===== src/mmed_pkg.sv =====
// shared constants, types and register codes for the min/max envelope decimator
`timescale 1ns / 1ps

package mmed_pkg;

   // default build configuration
   localparam int MAX_CHANNELS_DEF = 8;
   localparam int SAMPLE_BITS_DEF  = 17;

   // number of sample fields carried by one request
   localparam int FIELD_CHANNELS = 8;

   // result and register widths
   localparam int OUT_BITS        = 17;
   localparam int CC_BITS         = 4;
   localparam int FPB_BITS        = 16;
   localparam int CSR_INDEX_BITS  = 1;
   localparam int CSR_DATA_BITS   = 16;

   // configuration register indexes
   localparam logic [CSR_INDEX_BITS-1:0] CSR_CHANNEL_COUNT     = 1'd0;
   localparam logic [CSR_INDEX_BITS-1:0] CSR_FRAMES_PER_BUCKET = 1'd1;

   // register reset values
   localparam logic [CC_BITS-1:0]  CC_RESET  = 4'd2;
   localparam logic [FPB_BITS-1:0] FPB_RESET = 16'd1;

   // full-scale limits in Q.15
   localparam int UNIT_POS = 32768;
   localparam int UNIT_NEG = -32768;

   // control that travels down the pipeline next to each request
   typedef struct packed {
      logic valid;
      logic last;
   } stage_ctl_type;

endpackage


===== src/mmed_if.sv =====
// request and result channel interfaces
`timescale 1ns / 1ps

interface mmed_req_if #(
   parameter int SAMPLE_BITS = mmed_pkg::SAMPLE_BITS_DEF
);
   logic                          valid;
   logic                          ready;
   logic signed [SAMPLE_BITS-1:0] sample_0;
   logic signed [SAMPLE_BITS-1:0] sample_1;
   logic signed [SAMPLE_BITS-1:0] sample_2;
   logic signed [SAMPLE_BITS-1:0] sample_3;
   logic signed [SAMPLE_BITS-1:0] sample_4;
   logic signed [SAMPLE_BITS-1:0] sample_5;
   logic signed [SAMPLE_BITS-1:0] sample_6;
   logic signed [SAMPLE_BITS-1:0] sample_7;
   logic                          final_frame;

   modport source (
      output valid, sample_0, sample_1, sample_2, sample_3,
             sample_4, sample_5, sample_6, sample_7, final_frame,
      input  ready
   );
   modport sink (
      input  valid, sample_0, sample_1, sample_2, sample_3,
             sample_4, sample_5, sample_6, sample_7, final_frame,
      output ready
   );
endinterface

interface mmed_rsp_if;
   logic                                    valid;
   logic                                    ready;
   logic signed [mmed_pkg::OUT_BITS-1:0]    bucket_min;
   logic signed [mmed_pkg::OUT_BITS-1:0]    bucket_max;
   logic                                    clip_end;

   modport source (
      output valid, bucket_min, bucket_max, clip_end,
      input  ready
   );
   modport sink (
      input  valid, bucket_min, bucket_max, clip_end,
      output ready
   );
endinterface


===== src/mmed_lane.sv =====
// one channel lane: drops inactive channels and registers the sample
`timescale 1ns / 1ps

module mmed_lane #(
   parameter int SAMPLE_BITS = 17,
   parameter int NW          = 4,
   parameter int LANE_IDX    = 0
) (
   input  logic                          clock,
   input  logic                          adv,
   input  logic [NW-1:0]                 n_eff,
   input  logic signed [SAMPLE_BITS-1:0] sample,
   output logic signed [SAMPLE_BITS-1:0] lane_out
);
   logic signed [SAMPLE_BITS-1:0] lane_ff;
   logic signed [SAMPLE_BITS-1:0] lane_in;
   logic                          active;

   // channel takes part only below the active channel count
   assign active  = NW'(LANE_IDX) < n_eff;
   assign lane_in = active ? sample : '0;

   always_ff @(posedge clock) begin
      if (adv) begin
         lane_ff <= lane_in;
      end
   end

   assign lane_out = lane_ff;
endmodule


===== src/mmed_merge.sv =====
// merging stage: sums the lane values of one frame
`timescale 1ns / 1ps

module mmed_merge #(
   parameter int MAX_CHANNELS = 8,
   parameter int SAMPLE_BITS  = 17,
   parameter int SW           = 21
) (
   input  logic                          clock,
   input  logic                          reset,
   input  logic                          adv,
   input  mmed_pkg::stage_ctl_type       ctl_i,
   input  logic signed [SAMPLE_BITS-1:0] lane_val [MAX_CHANNELS],
   output mmed_pkg::stage_ctl_type       ctl_o,
   output logic signed [SW-1:0]          sum_o
);
   import mmed_pkg::*;

   stage_ctl_type         ctl_ff;
   logic signed [SW-1:0]  sum_ff;
   logic signed [SW-1:0]  sum_in;

   // add the sign-extended lanes
   always_comb begin
      sum_in = '0;
      for (int i = 0; i < MAX_CHANNELS; i++) begin
         sum_in = sum_in + SW'(lane_val[i]);
      end
   end

   // control moves with the pipeline
   always_ff @(posedge clock) begin
      if (reset) begin
         ctl_ff <= '0;
      end else if (adv) begin
         ctl_ff <= ctl_i;
      end
   end

   always_ff @(posedge clock) begin
      if (adv) begin
         sum_ff <= sum_in;
      end
   end

   assign ctl_o = ctl_ff;
   assign sum_o = sum_ff;
endmodule


===== src/mmed_divide.sv =====
// divides the frame sum by the channel count, truncating toward zero
`timescale 1ns / 1ps

module mmed_divide #(
   parameter int MAX_CHANNELS = 8,
   parameter int SW           = 21,
   parameter int NW           = 4
) (
   input  logic                     clock,
   input  logic                     reset,
   input  logic                     adv,
   input  mmed_pkg::stage_ctl_type  ctl_i,
   input  logic signed [SW-1:0]     sum_i,
   input  logic [NW-1:0]            n_eff,
   output mmed_pkg::stage_ctl_type  ctl_o,
   output logic signed [SW-1:0]     avg_o
);
   import mmed_pkg::*;

   // reciprocal scale: the magnitude stays below 2**K
   localparam int K   = SW;
   localparam int RW  = K + 1;
   localparam int PW  = SW + RW;
   localparam int QW  = SW + NW;
   localparam int TAB = 2 ** NW;

   logic [RW-1:0] recip_tab [TAB];

   // reciprocal table floor(2**K / n), unused codes read zero
   for (genvar g = 0; g < TAB; g++) begin : g_recip
      localparam logic [RW-1:0] RV =
         (g == 0 || g > MAX_CHANNELS) ? '0 :
         RW'((64'd1 << K) / (g + ((g == 0) ? 1 : 0)));
      assign recip_tab[g] = RV;
   end

   stage_ctl_type        ctl_a_ff;
   stage_ctl_type        ctl_b_ff;
   logic [PW-1:0]        prod_ff;
   logic [PW-1:0]        prod_in;
   logic [SW-1:0]        mag_ff;
   logic [SW-1:0]        mag_in;
   logic                 neg_ff;
   logic                 neg_in;
   logic signed [SW-1:0] avg_ff;
   logic signed [SW-1:0] avg_in;
   logic [SW-1:0]        q_est;
   logic [QW-1:0]        q_times_n;
   logic [QW-1:0]        rem;
   logic                 bump;
   logic [SW-1:0]        q_fix;

   // first step: magnitude times reciprocal
   assign neg_in  = sum_i[SW-1];
   assign mag_in  = neg_in ? SW'(-sum_i) : SW'(sum_i);
   assign prod_in = PW'(mag_in) * PW'(recip_tab[n_eff]);

   // second step: the estimate is exact or one short
   assign q_est     = prod_ff[K +: SW];
   assign q_times_n = QW'(q_est) * QW'(n_eff);
   assign rem       = QW'(mag_ff) - q_times_n;
   assign bump      = rem >= QW'(n_eff);
   assign q_fix     = q_est + SW'(bump);
   assign avg_in    = neg_ff ? -$signed(q_fix) : $signed(q_fix);

   always_ff @(posedge clock) begin
      if (reset) begin
         ctl_a_ff <= '0;
         ctl_b_ff <= '0;
      end else if (adv) begin
         ctl_a_ff <= ctl_i;
         ctl_b_ff <= ctl_a_ff;
      end
   end

   always_ff @(posedge clock) begin
      if (adv) begin
         prod_ff <= prod_in;
         mag_ff  <= mag_in;
         neg_ff  <= neg_in;
         avg_ff  <= avg_in;
      end
   end

   assign ctl_o = ctl_b_ff;
   assign avg_o = avg_ff;
endmodule


===== src/minmax_envelope_decimator.sv =====
// top level: lanes, merge, divider, bucket min/max tracking and result register
// path: an accepted request passes the lane, merge and divider registers, then the result register
// throughput: one frame per cycle while the pipeline does not hold; lane, merge and divider registers move as one
// the pipeline holds only while a frame that closes a bucket meets a full result register
// reset: synchronous, clears valid bits and bucket count, sets min/max to +1.0/-1.0
// and loads the two configuration registers with their defaults
`timescale 1ns / 1ps

module minmax_envelope_decimator #(
   parameter int MAX_CHANNELS = mmed_pkg::MAX_CHANNELS_DEF,
   parameter int SAMPLE_BITS  = mmed_pkg::SAMPLE_BITS_DEF
) (
   input  logic                                  clock,
   input  logic                                  reset,
   mmed_req_if.sink                              req_chan,
   mmed_rsp_if.source                            rsp_chan,
   input  logic                                  csr_we,
   input  logic [mmed_pkg::CSR_INDEX_BITS-1:0]   csr_index,
   input  logic [mmed_pkg::CSR_DATA_BITS-1:0]    csr_wdata
);
   import mmed_pkg::*;

   localparam int NW = $clog2(MAX_CHANNELS + 1);
   localparam int SW = SAMPLE_BITS + NW;
   localparam int MW = (SW > OUT_BITS) ? SW : OUT_BITS;
   localparam logic signed [MW-1:0] POS_W = MW'(UNIT_POS);
   localparam logic signed [MW-1:0] NEG_W = MW'(UNIT_NEG);

   logic [CC_BITS-1:0]   cc_ff;
   logic [FPB_BITS-1:0]  fpb_ff;
   logic [NW-1:0]        n_eff;
   logic [FPB_BITS-1:0]  limit;

   stage_ctl_type        ctl0_ff;
   stage_ctl_type        ctl0_in;
   stage_ctl_type        ctl1;
   stage_ctl_type        ctl3;
   logic                 adv;

   logic signed [SAMPLE_BITS-1:0] sample_arr [FIELD_CHANNELS];
   logic signed [SAMPLE_BITS-1:0] lane_val   [MAX_CHANNELS];
   logic signed [SW-1:0]          sum;
   logic signed [SW-1:0]          avg;

   logic [FPB_BITS-1:0]  count_ff;
   logic [FPB_BITS-1:0]  count_in;
   logic signed [MW-1:0] min_ff;
   logic signed [MW-1:0] min_in;
   logic signed [MW-1:0] max_ff;
   logic signed [MW-1:0] max_in;
   logic signed [MW-1:0] avg_w;
   logic signed [MW-1:0] min_clamp;
   logic signed [MW-1:0] max_clamp;
   logic                 emit;
   logic                 take;

   logic                       rsp_valid_ff;
   logic signed [OUT_BITS-1:0] rsp_min_ff;
   logic signed [OUT_BITS-1:0] rsp_max_ff;
   logic                       rsp_end_ff;

   // configuration writes
   always_ff @(posedge clock) begin
      if (reset) begin
         cc_ff  <= CC_RESET;
         fpb_ff <= FPB_RESET;
      end else if (csr_we) begin
         unique case (csr_index)
            CSR_CHANNEL_COUNT:     cc_ff  <= csr_wdata[CC_BITS-1:0];
            CSR_FRAMES_PER_BUCKET: fpb_ff <= csr_wdata[FPB_BITS-1:0];
            default:               ;
         endcase
      end
   end

   // effective channel count and bucket size
   always_comb begin
      priority if (cc_ff == '0) begin
         n_eff = NW'(1);
      end else if (32'(cc_ff) > MAX_CHANNELS) begin
         n_eff = NW'(MAX_CHANNELS);
      end else begin
         n_eff = NW'(cc_ff);
      end
   end
   assign limit = (fpb_ff == '0) ? FPB_BITS'(1) : fpb_ff;

   // pipeline holds only when a closing frame finds the result register full
   assign adv          = !(ctl3.valid && emit && rsp_valid_ff && !rsp_chan.ready);
   assign req_chan.ready = adv;
   assign take         = adv && ctl3.valid;

   // request fields into a lane array
   assign sample_arr[0] = req_chan.sample_0;
   assign sample_arr[1] = req_chan.sample_1;
   assign sample_arr[2] = req_chan.sample_2;
   assign sample_arr[3] = req_chan.sample_3;
   assign sample_arr[4] = req_chan.sample_4;
   assign sample_arr[5] = req_chan.sample_5;
   assign sample_arr[6] = req_chan.sample_6;
   assign sample_arr[7] = req_chan.sample_7;

   for (genvar g = 0; g < MAX_CHANNELS; g++) begin : g_lane
      mmed_lane #(
         .SAMPLE_BITS (SAMPLE_BITS),
         .NW          (NW),
         .LANE_IDX    (g)
      ) u_lane (
         .clock    (clock),
         .adv      (adv),
         .n_eff    (n_eff),
         .sample   (sample_arr[g]),
         .lane_out (lane_val[g])
      );
   end

   // control for the lane stage
   assign ctl0_in.valid = req_chan.valid;
   assign ctl0_in.last  = req_chan.final_frame;

   always_ff @(posedge clock) begin
      if (reset) begin
         ctl0_ff <= '0;
      end else if (adv) begin
         ctl0_ff <= ctl0_in;
      end
   end

   mmed_merge #(
      .MAX_CHANNELS (MAX_CHANNELS),
      .SAMPLE_BITS  (SAMPLE_BITS),
      .SW           (SW)
   ) u_merge (
      .clock    (clock),
      .reset    (reset),
      .adv      (adv),
      .ctl_i    (ctl0_ff),
      .lane_val (lane_val),
      .ctl_o    (ctl1),
      .sum_o    (sum)
   );

   mmed_divide #(
      .MAX_CHANNELS (MAX_CHANNELS),
      .SW           (SW),
      .NW           (NW)
   ) u_divide (
      .clock (clock),
      .reset (reset),
      .adv   (adv),
      .ctl_i (ctl1),
      .sum_i (sum),
      .n_eff (n_eff),
      .ctl_o (ctl3),
      .avg_o (avg)
   );

   // bucket update for the frame leaving the divider
   assign avg_w    = MW'(avg);
   assign count_in = count_ff + FPB_BITS'(1);
   assign min_in   = (avg_w < min_ff) ? avg_w : min_ff;
   assign max_in   = (avg_w > max_ff) ? avg_w : max_ff;
   assign emit     = (count_in >= limit) || ctl3.last;

   always_ff @(posedge clock) begin
      if (reset) begin
         count_ff <= '0;
         min_ff   <= POS_W;
         max_ff   <= NEG_W;
      end else if (take) begin
         if (emit) begin
            count_ff <= '0;
            min_ff   <= POS_W;
            max_ff   <= NEG_W;
         end else begin
            count_ff <= count_in;
            min_ff   <= min_in;
            max_ff   <= max_in;
         end
      end
   end

   // clamp to full scale for the result
   always_comb begin
      priority if (min_in < NEG_W) begin
         min_clamp = NEG_W;
      end else if (min_in > POS_W) begin
         min_clamp = POS_W;
      end else begin
         min_clamp = min_in;
      end
      priority if (max_in < NEG_W) begin
         max_clamp = NEG_W;
      end else if (max_in > POS_W) begin
         max_clamp = POS_W;
      end else begin
         max_clamp = max_in;
      end
   end

   // result register
   always_ff @(posedge clock) begin
      if (reset) begin
         rsp_valid_ff <= 1'b0;
      end else if (take && emit) begin
         rsp_valid_ff <= 1'b1;
      end else if (rsp_chan.ready) begin
         rsp_valid_ff <= 1'b0;
      end
   end

   always_ff @(posedge clock) begin
      if (take && emit) begin
         rsp_min_ff <= min_clamp[OUT_BITS-1:0];
         rsp_max_ff <= max_clamp[OUT_BITS-1:0];
         rsp_end_ff <= ctl3.last;
      end
   end

   assign rsp_chan.valid      = rsp_valid_ff;
   assign rsp_chan.bucket_min = rsp_min_ff;
   assign rsp_chan.bucket_max = rsp_max_ff;
   assign rsp_chan.clip_end   = rsp_end_ff;
endmodule

===== src/flat_wrapper.sv =====
// flat-port wrapper written by rule: the top's interface ports become plain ports
module minmax_envelope_decimator_flat import mmed_pkg::*;
#(
   parameter int MAX_CHANNELS = mmed_pkg::MAX_CHANNELS_DEF,
   parameter int SAMPLE_BITS  = mmed_pkg::SAMPLE_BITS_DEF
)
  (clock, reset, csr_we, csr_index, csr_wdata, req_chan_valid, req_chan_sample_0, req_chan_sample_1, req_chan_sample_2, req_chan_sample_3, req_chan_sample_4, req_chan_sample_5, req_chan_sample_6, req_chan_sample_7, req_chan_final_frame, req_chan_ready, rsp_chan_valid, rsp_chan_bucket_min, rsp_chan_bucket_max, rsp_chan_clip_end, rsp_chan_ready);
  mmed_req_if #(.SAMPLE_BITS(SAMPLE_BITS)) req_chan_i ();
  mmed_rsp_if rsp_chan_i ();
  input  logic clock;
  input  logic reset;
  input  logic csr_we;
  input  logic [mmed_pkg::CSR_INDEX_BITS-1:0] csr_index;
  input  logic [mmed_pkg::CSR_DATA_BITS-1:0] csr_wdata;
  input wire logic [$bits(req_chan_i.valid)-1:0] req_chan_valid;
  input wire logic [$bits(req_chan_i.sample_0)-1:0] req_chan_sample_0;
  input wire logic [$bits(req_chan_i.sample_1)-1:0] req_chan_sample_1;
  input wire logic [$bits(req_chan_i.sample_2)-1:0] req_chan_sample_2;
  input wire logic [$bits(req_chan_i.sample_3)-1:0] req_chan_sample_3;
  input wire logic [$bits(req_chan_i.sample_4)-1:0] req_chan_sample_4;
  input wire logic [$bits(req_chan_i.sample_5)-1:0] req_chan_sample_5;
  input wire logic [$bits(req_chan_i.sample_6)-1:0] req_chan_sample_6;
  input wire logic [$bits(req_chan_i.sample_7)-1:0] req_chan_sample_7;
  input wire logic [$bits(req_chan_i.final_frame)-1:0] req_chan_final_frame;
  output wire logic [$bits(req_chan_i.ready)-1:0] req_chan_ready;
  output wire logic [$bits(rsp_chan_i.valid)-1:0] rsp_chan_valid;
  output wire logic [$bits(rsp_chan_i.bucket_min)-1:0] rsp_chan_bucket_min;
  output wire logic [$bits(rsp_chan_i.bucket_max)-1:0] rsp_chan_bucket_max;
  output wire logic [$bits(rsp_chan_i.clip_end)-1:0] rsp_chan_clip_end;
  input wire logic [$bits(rsp_chan_i.ready)-1:0] rsp_chan_ready;
  assign req_chan_i.valid = req_chan_valid;
  assign req_chan_i.sample_0 = req_chan_sample_0;
  assign req_chan_i.sample_1 = req_chan_sample_1;
  assign req_chan_i.sample_2 = req_chan_sample_2;
  assign req_chan_i.sample_3 = req_chan_sample_3;
  assign req_chan_i.sample_4 = req_chan_sample_4;
  assign req_chan_i.sample_5 = req_chan_sample_5;
  assign req_chan_i.sample_6 = req_chan_sample_6;
  assign req_chan_i.sample_7 = req_chan_sample_7;
  assign req_chan_i.final_frame = req_chan_final_frame;
  assign req_chan_ready = req_chan_i.ready;
  assign rsp_chan_valid = rsp_chan_i.valid;
  assign rsp_chan_bucket_min = rsp_chan_i.bucket_min;
  assign rsp_chan_bucket_max = rsp_chan_i.bucket_max;
  assign rsp_chan_clip_end = rsp_chan_i.clip_end;
  assign rsp_chan_i.ready = rsp_chan_ready;
  minmax_envelope_decimator #(.MAX_CHANNELS(MAX_CHANNELS), .SAMPLE_BITS(SAMPLE_BITS)) u_core (.clock(clock), .reset(reset), .req_chan(req_chan_i), .rsp_chan(rsp_chan_i), .csr_we(csr_we), .csr_index(csr_index), .csr_wdata(csr_wdata));
endmodule

===== config.mk =====
export PLATFORM = sky130hd
export DESIGN_NAME = minmax_envelope_decimator_flat
export DESIGN_NICKNAME = d
export VERILOG_FILES = /design/src/mmed_pkg.sv /design/src/mmed_if.sv /design/src/mmed_lane.sv /design/src/mmed_merge.sv /design/src/mmed_divide.sv /design/src/minmax_envelope_decimator.sv /design/src/flat_wrapper.sv
export SDC_FILE = /design/constraint.sdc
export NUM_CORES = 2
export LEC_CHECK = 0
export ABC_AREA = 0
export BUFFER_PORTS_ARGS = -buffer_cell sky130_fd_sc_hd__buf_2
export CORE_AREA = 4 4 268 270
export CTS_BUF_LIST = sky130_fd_sc_hd__clkbuf_4 sky130_fd_sc_hd__clkbuf_8
export DETAILED_ROUTE_END_ITERATION = 7
export DIE_AREA = 0 0 272 274
export PLACE_DENSITY_LB_ADDON = 0.2
export SYNTH_ARGS = -nofsm -noshare
export SYNTH_HDL_FRONTEND = slang
export SYNTH_SLANG_ARGS = --single-unit

===== constraint.sdc =====
create_clock -name clock -period 18.5 [get_ports clock]
set_input_delay 3.7 -clock clock [delete_from_list [all_inputs] [get_ports clock]]
set_output_delay 3.7 -clock clock [all_outputs]
set_load 0.05 [all_outputs]

---- Yosys cells after proc, flatten, opt, wreduce, memory -nomap -nowiden ----
Memory sizes are Yosys's and may differ from the RTL's.
Index checks and enable logic that the tools add are counted.
operators by class
  bitwise operators ....................... 2
  reduce and logical (&&, ||, !) cells .... 15
  mux-type cells .......................... 16
  multipliers ............................. 2
  magnitude comparators ................... 18
  add/sub/neg operators ................... 12
operator list
  cell                     count
  $mux W21                 6
  $add A21 B17 Y21         3
  $mux W22                 2
  $gt A21 B17 Y1 const B   2
  $lt A21 B16 Y1 const B   2
  $mul A21 B22 Y42         1
  $neg A21 Y21             2
  $mux W17                 2
  $mux W16                 2
  $ge A25 B4 Y1            1
  $mul A21 B4 Y25          1
  $sub A21 B25 Y25         1
  $add A20 B17 Y21         1
  $add A21 B1 Y21          1
  $gt A21 B21 Y1           1
  $lt A21 B21 Y1           1
  $add A19 B17 Y20         1
  $add A18 B17 Y19         1
  $add A17 B17 Y18         1
  $add A16 B1 Y16 const B  1
  $ge A16 B16 Y1           1
  $logic_not A16 Y1        1
  $lt A3 B4 Y1 const A     4
  $lt A1 B4 Y1 const A     2
  14 further kinds         24
storage, ports and cells
  logic and storage cells ................. 98
  input port bits ......................... 159
  flip-flop bits (word level) ............. 364
  bits in read-only memories .............. 352
  output and inout bits ................... 37
  memories kept ........................... 1
memory list
  memory           depth  bits a word  rd ports  clocked after memory_dff  wr ports  RTL line           text
  (no name shown)  16     22           1         0                         0         mmed_divide.sv:56  assign prod_in = PW'(mag_in) * PW'(recip_tab[n_eff]);

---- Depth between registers and ports, before layout ----
  depth in word-level cells ............... 11
  gate-level depth with buffers ........... 39
  mapped depth without buffers ............ 36

---- Hierarchy ----
From an unflattened synthesis, not the netlist that was laid out.
unflattened totals
  cell total of the unflattened synthesis .. 3627
  area, all modules ....................... 35972.0 µm²
modules (own cells, without submodules)
  module                               area each (µm²)  cells an instance  times used  sequential area each (µm²)
  mmed_divide                          19727.7          2162               1           2001.9
  minmax_envelope_decimator            6287.3           715                1           2672.6
  mmed_merge                           4483.0           447                1           670.6
  mmed_lane (u_core.g_lane[0].u_lane)  775.7            42                 1           510.5
  mmed_lane (u_core.g_lane[1].u_lane)  723.2            40                 1           510.5
  mmed_lane (u_core.g_lane[3].u_lane)  683.2            38                 1           510.5
  mmed_lane (u_core.g_lane[4].u_lane)  674.4            40                 1           510.5
  mmed_lane (u_core.g_lane[6].u_lane)  666.9            36                 1           510.5
  mmed_lane (u_core.g_lane[2].u_lane)  665.6            36                 1           510.5
  mmed_lane (u_core.g_lane[7].u_lane)  644.4            35                 1           510.5
  mmed_lane (u_core.g_lane[5].u_lane)  640.6            36                 1           510.5

---- Least setup slack after synthesis ----
OpenSTA, ideal clock, no wires.
  kind .................................... input-to-output
  start ................................... in rsp_chan_ready
  end ..................................... out req_chan_ready
  arrival ................................. 6686 ps
  stages .................................. 3
  slack ................................... 8114 ps
  path buffers ............................ 1
  required time ........................... 14800 ps
  cell sequence ........................... nor2b_1 nand3_1 buf_2
on the way
  cells in the longest elaborated chain, start to end .. 3
RTL lines
  what                 RTL line                         text
  from (decl)          flat_wrapper.sv:30               input wire logic [$bits(rsp_chan_i.ready)-1:0] rsp_chan_ready;
  $logic_not A1 Y1     minmax_envelope_decimator.sv:89  assign adv = !(ctl3.valid && emit && rsp_valid_ff && !rsp_chan.ready);
  $logic_and A1 B1 Y1  minmax_envelope_decimator.sv:89
  $logic_not A1 Y1     minmax_envelope_decimator.sv:89
  to (decl)            flat_wrapper.sv:25               output wire logic [$bits(req_chan_i.ready)-1:0] req_chan_ready;
No other way between the ends.

---- Final worst setup path ----
  start ................................... reg u_core.cc_ff[2]
  end ..................................... reg u_core.u_divide.prod_ff[40] (data pin)
on the way
  cells in the longest elaborated chain, start to end .. 8
  elaborated cells between the ends (all ways) .. 9
  classes of those cells .................. mul: 1; order compare: 1; mux: 4; bitwise: 1; reduce/logical: 1; memory: 1
RTL lines
  what                                              RTL line                         text
  from (decl)                                       minmax_envelope_decimator.sv:29  logic [CC_BITS-1:0] cc_ff;
  from (signal assigned)                            minmax_envelope_decimator.sv:69  CSR_CHANNEL_COUNT: cc_ff <= csr_wdata[CC_BITS-1:0];
  $gt A4 B4 Y1                                      minmax_envelope_decimator.sv:80  end else if (32'(cc_ff) > MAX_CHANNELS) begin
  $mux W4                                           minmax_envelope_decimator.sv:80
  $mux W4 (*)                                       minmax_envelope_decimator.sv:78  priority if (cc_ff == '0) begin
  $not A4 Y5 (not written as such) (*)              mmed_divide.sv:56
  $mem_v2 Z16 W22 (*)                               -
  $mux W22 (not written as such) (*) (2 in series)  mmed_divide.sv:56
  $mul A21 B22 Y42 (*)                              mmed_divide.sv:56
  named net u_core.u_divide.prod_in[40]             mmed_divide.sv:40                logic [PW-1:0] prod_in;
  to (signal assigned)                              mmed_divide.sv:78                prod_ff <= prod_in;
  to (decl)                                         mmed_divide.sv:39                logic [PW-1:0] prod_ff;
Mark *: on every way through the listed nets, which the timed path passes. The rest lies on a longest branch. The select of a mux whose other input is x is not followed.
A chain may end at the register's enable or synchronous reset.

==> reports/results.tsv <==
stage	metric	value	unit
hold_path	hold_path_class	reg -> reg	
floorplanning	core	0.06954	sq mm
cts	cts_tree	done	
cts	cts_buffers	55	
power	power.density	193.7	mW/mm^2
cts	cts_resized	0	
sta	slew_viol_final	0	
setup_path	crit_type	reg -> reg	
place	place.port_buffers	195	
setup_path	end_kind	flop	
sta	rsz0062_at_grt	false	
setup_path	r2r_cells	33	
sta	tightest_slew	1.392	ns
cells_and_area	final_core_util	54.42	%
floorplanning	start_util	49.50	%
place	place.gp.congestion	0.9856	
setup_path	reg2reg_slack	7.84	ns
grt	grt_max_degree	82	
cts	htreeDepth	2	
yosys	yosys_warnings	0	
yosys	synthCells	3378	
sta	setup_violations	0	
power	leakage	17.88	nW
cts	holdBufCountCts	0	
floorplanning	die_area	0.07453	sq mm
cells_and_area	nNetsFinal	4511	
setup_path	crit_start	u_core.cc_ff[2]	
sta	hold_violations	0	
grt	grt_usage	24.46	%
power	max-vdd-ir-drop	0.1637	mV
yosys	synth_flop_cell	edfxtp_1	
cells_and_area	synthToLayoutAreaGrowth	9.945	%
power	p_total	7.332	mW
cts	postCtsSetupRepairBufs	0	
setup_path	worst_path_max_delay_cell	nor2_1	
routing	drt_first_pass_iters	6	
cts	cts_root_buf	clkbuf_8	
cts	clock_latency	0.66	ns
routing	via_per_inst	5.226	
setup_path	crit_path_start_kind	flop	
sta	fmax	93.81	MHz
routing	postRouteAntennaNets	0	
routing	drt_wl_total	89060	microns
yosys	ys_seq_elements	343	
floorplanning	rows	97	
sta	hold_ws	0.4628	ns
yosys	synth.net_count	4320	
grt	antenna_found_initial	6	
sta	period_share	57.62	%
sta	finClkSkew	0.05024	ns
sta	final.setup.tns	0	ns
floorplanning	die_h	274	microns
cells_and_area	fillerInstances	6244	
setup_path	cp_max_fo	26	
cells_and_area	drive_gt1_share	10.07	%
setup_path	crit_arrival	11.03	ns
setup_path	worst_path_largest_cell_delay	1.24	ns
floorplanning	die_w	272	microns
routing	drt_iter0_markers	1620	
sta	relSlewSlack	6.856	%
setup_path	reg2reg_to	u_core.u_divide.prod_ff[40]	
cts	clock-sinks	343	
place	place_hpwl	72500	microns
yosys	yosysUniqueCellTypes	75	
flow_run	drv_cap	0	
grt	grt_pass1_wl	141400	microns
setup_path	cp_common_cell	fa_1	
yosys	synth-edff-count	256	
routing	dr_total_vias	23810	
setup_path	cp.required	18.87	ns
floorplanning	io_pins	196	
grt	grt_pass1_vias	25270	
sta	fin_crit	10.66	ns
yosys	syn_avg_cell_area	10.19	sq um
setup_path	reg2reg_from	u_core.cc_ff[2]	
cts	cts_max_path_buffers	3	
yosys	synth.yosys.seq_area_share	27.39	%
routing	wl_per_cell	19.55	microns
yosys	synthArstFlopShare	0	%
grt	grt-ovfl-total	0	
routing	drc	0	
cts	clkTransAtPathRegs	0.07	ns
setup_path	crit_end	u_core.u_divide.prod_ff[40]	
yosys	syn_area	0.03442	sq mm
outcome	status	finished clean	
==> state kept, by name, summed over array words and instances (netlist names), 2 cells and up <==
register                       cells
u_core.rsp_chan.bucket_min        17
u_core.fpb_ff                     16
u_core.cc_ff                       4
u_core.rsp_chan.bucket_max        17
u_core.u_divide.avg_o             21
u_core.u_divide.ctl_a_ff           2
u_core.u_divide.prod_ff           21
u_core.u_merge.ctl_o               2
u_core.max_ff                     21
u_core.u_divide.mag_ff            21
u_core.u_merge.sum_o              21
u_core.min_ff                     21
u_core.u_divide.ctl_o              2
u_core.g_lane.u_lane.lane_out    136
u_core.count_ff                   16
u_core.ctl0_ff                     2
==> placed cells by master (no fill, tap or decap), types with 57 or more instances in the layout <==
master	count
ha_1	273
nor2_1	275
buf_2	195
nor2b_1	145
fa_1	510
dfxtp_1	86
edfxtp_1	256
a21oi_1	86
nand2_1	257
inv_1	726
xnor2_1	68
clkbuf_8	57
xor2_1	61
==> through the flow <==
stage | setup WS (ns) | area, sq um | cells
3_3_place_gp | 8.208 | 36520 | 4452
4_1_cts | 8.037 | 37840 | 4554
2_1_floorplan | 8.114 | 34420 | 3378
6_report | 7.841 | 37850 | 4555
5_1_grt | 7.345 | 37850 | 4555
3_5_place_dp | 8.125 | 36520 | 4452
==> worst max-delay path: cells and delay by family, from the launching register on <==
kind / cells / cell delay (ns)
compound gates: 10 / 2.37
xor+xnor: 1 / 0.12
fa+ha+maj: 9 / 3.94
buf+inv: 6 / 0.86
flops: 1 / 0.52
simple gates: 7 / 2.52
==> cells by family after synthesis <==
family                     share of synthesized area [%]
xor gates and xnor gates                           3.329
AOI/OAI and AO/OA                                  6.394
buffers and inverters                              9.101
and+or+nand+nor                                    12.62
muxes                                              1.585
DFF                                                27.39
adders and majority gates                          39.58
==> cell usage after synthesis, drive strengths merged, types with 44 or more instances <==
library cell	number	area (sq um)
inv	729	2736
fa	510	10210
nor2	279	1050
ha	273	3416
nand2	257	964.7
edfxtp	256	7687
nor2b	147	922.1
a21oi	91	459.2
dfxtp	87	1742
clkbuf	80	300.3
xnor2	68	595.6
xor2	62	550.5
o21ai	51	255.3
mux2i	50	500.5
and2	44	275.3
==> cell type report <==
cell class / instances / area [sq um] / share of cell area, %
Clock buffer: 67 / 859.6 / 2.271
Clock inverter: 35 / 462.9 / 1.223
Tap cell: 940 / 1176 / 3.108
Timing Repair Buffer: 229 / 1231 / 3.253
Sequential cell: 343 / 9430 / 24.92
Antenna cell: 1 / 2.502 / 0.006612
Inverter: 735 / 2759 / 7.290
Multi-Input combinational cell: 2205 / 21920 / 57.93
==> metal layers <==
layer  GRT usage, %  part of all wire [%]  vias to the layer above
li1               -                     -                    11070
met1          31.83                    42                    11740
met2          41.12                    47                      794
met3          4.253                   6.3                      206
met4          9.443                   4.3                        2
met5              0                 0.015                        -
==> report_power, final <==
part	switching (mW)	internal [mW]	total, mW
combinational	3.11	2.12	5.23
sequential	0.209	1.11	1.32
clock	0.323	0.465	0.788
total	3.64	3.69	7.33
==> how the worst min path moves through the flow <==
stage,start,to,slack (ns),cells past startpoint
2_1_floorplan,u_core.u_merge.sum_o[20],u_core.u_divide.neg_ff,0.42,0
3_3_place_gp,u_core.u_divide.ctl_a_ff[1],u_core.u_divide.ctl_o[1],0.44,2
3_5_place_dp,u_core.u_divide.ctl_a_ff[1],u_core.u_divide.ctl_o[1],0.44,2
4_1_cts,u_core.u_divide.ctl_a_ff[1],u_core.u_divide.ctl_o[1],0.46,2
5_1_grt,u_core.u_divide.ctl_a_ff[1],u_core.u_divide.ctl_o[1],0.48,2
6_report,u_core.u_divide.ctl_a_ff[1],u_core.u_divide.ctl_o[1],0.46,2
No activity file was read; power rests on OpenSTA's default activity.
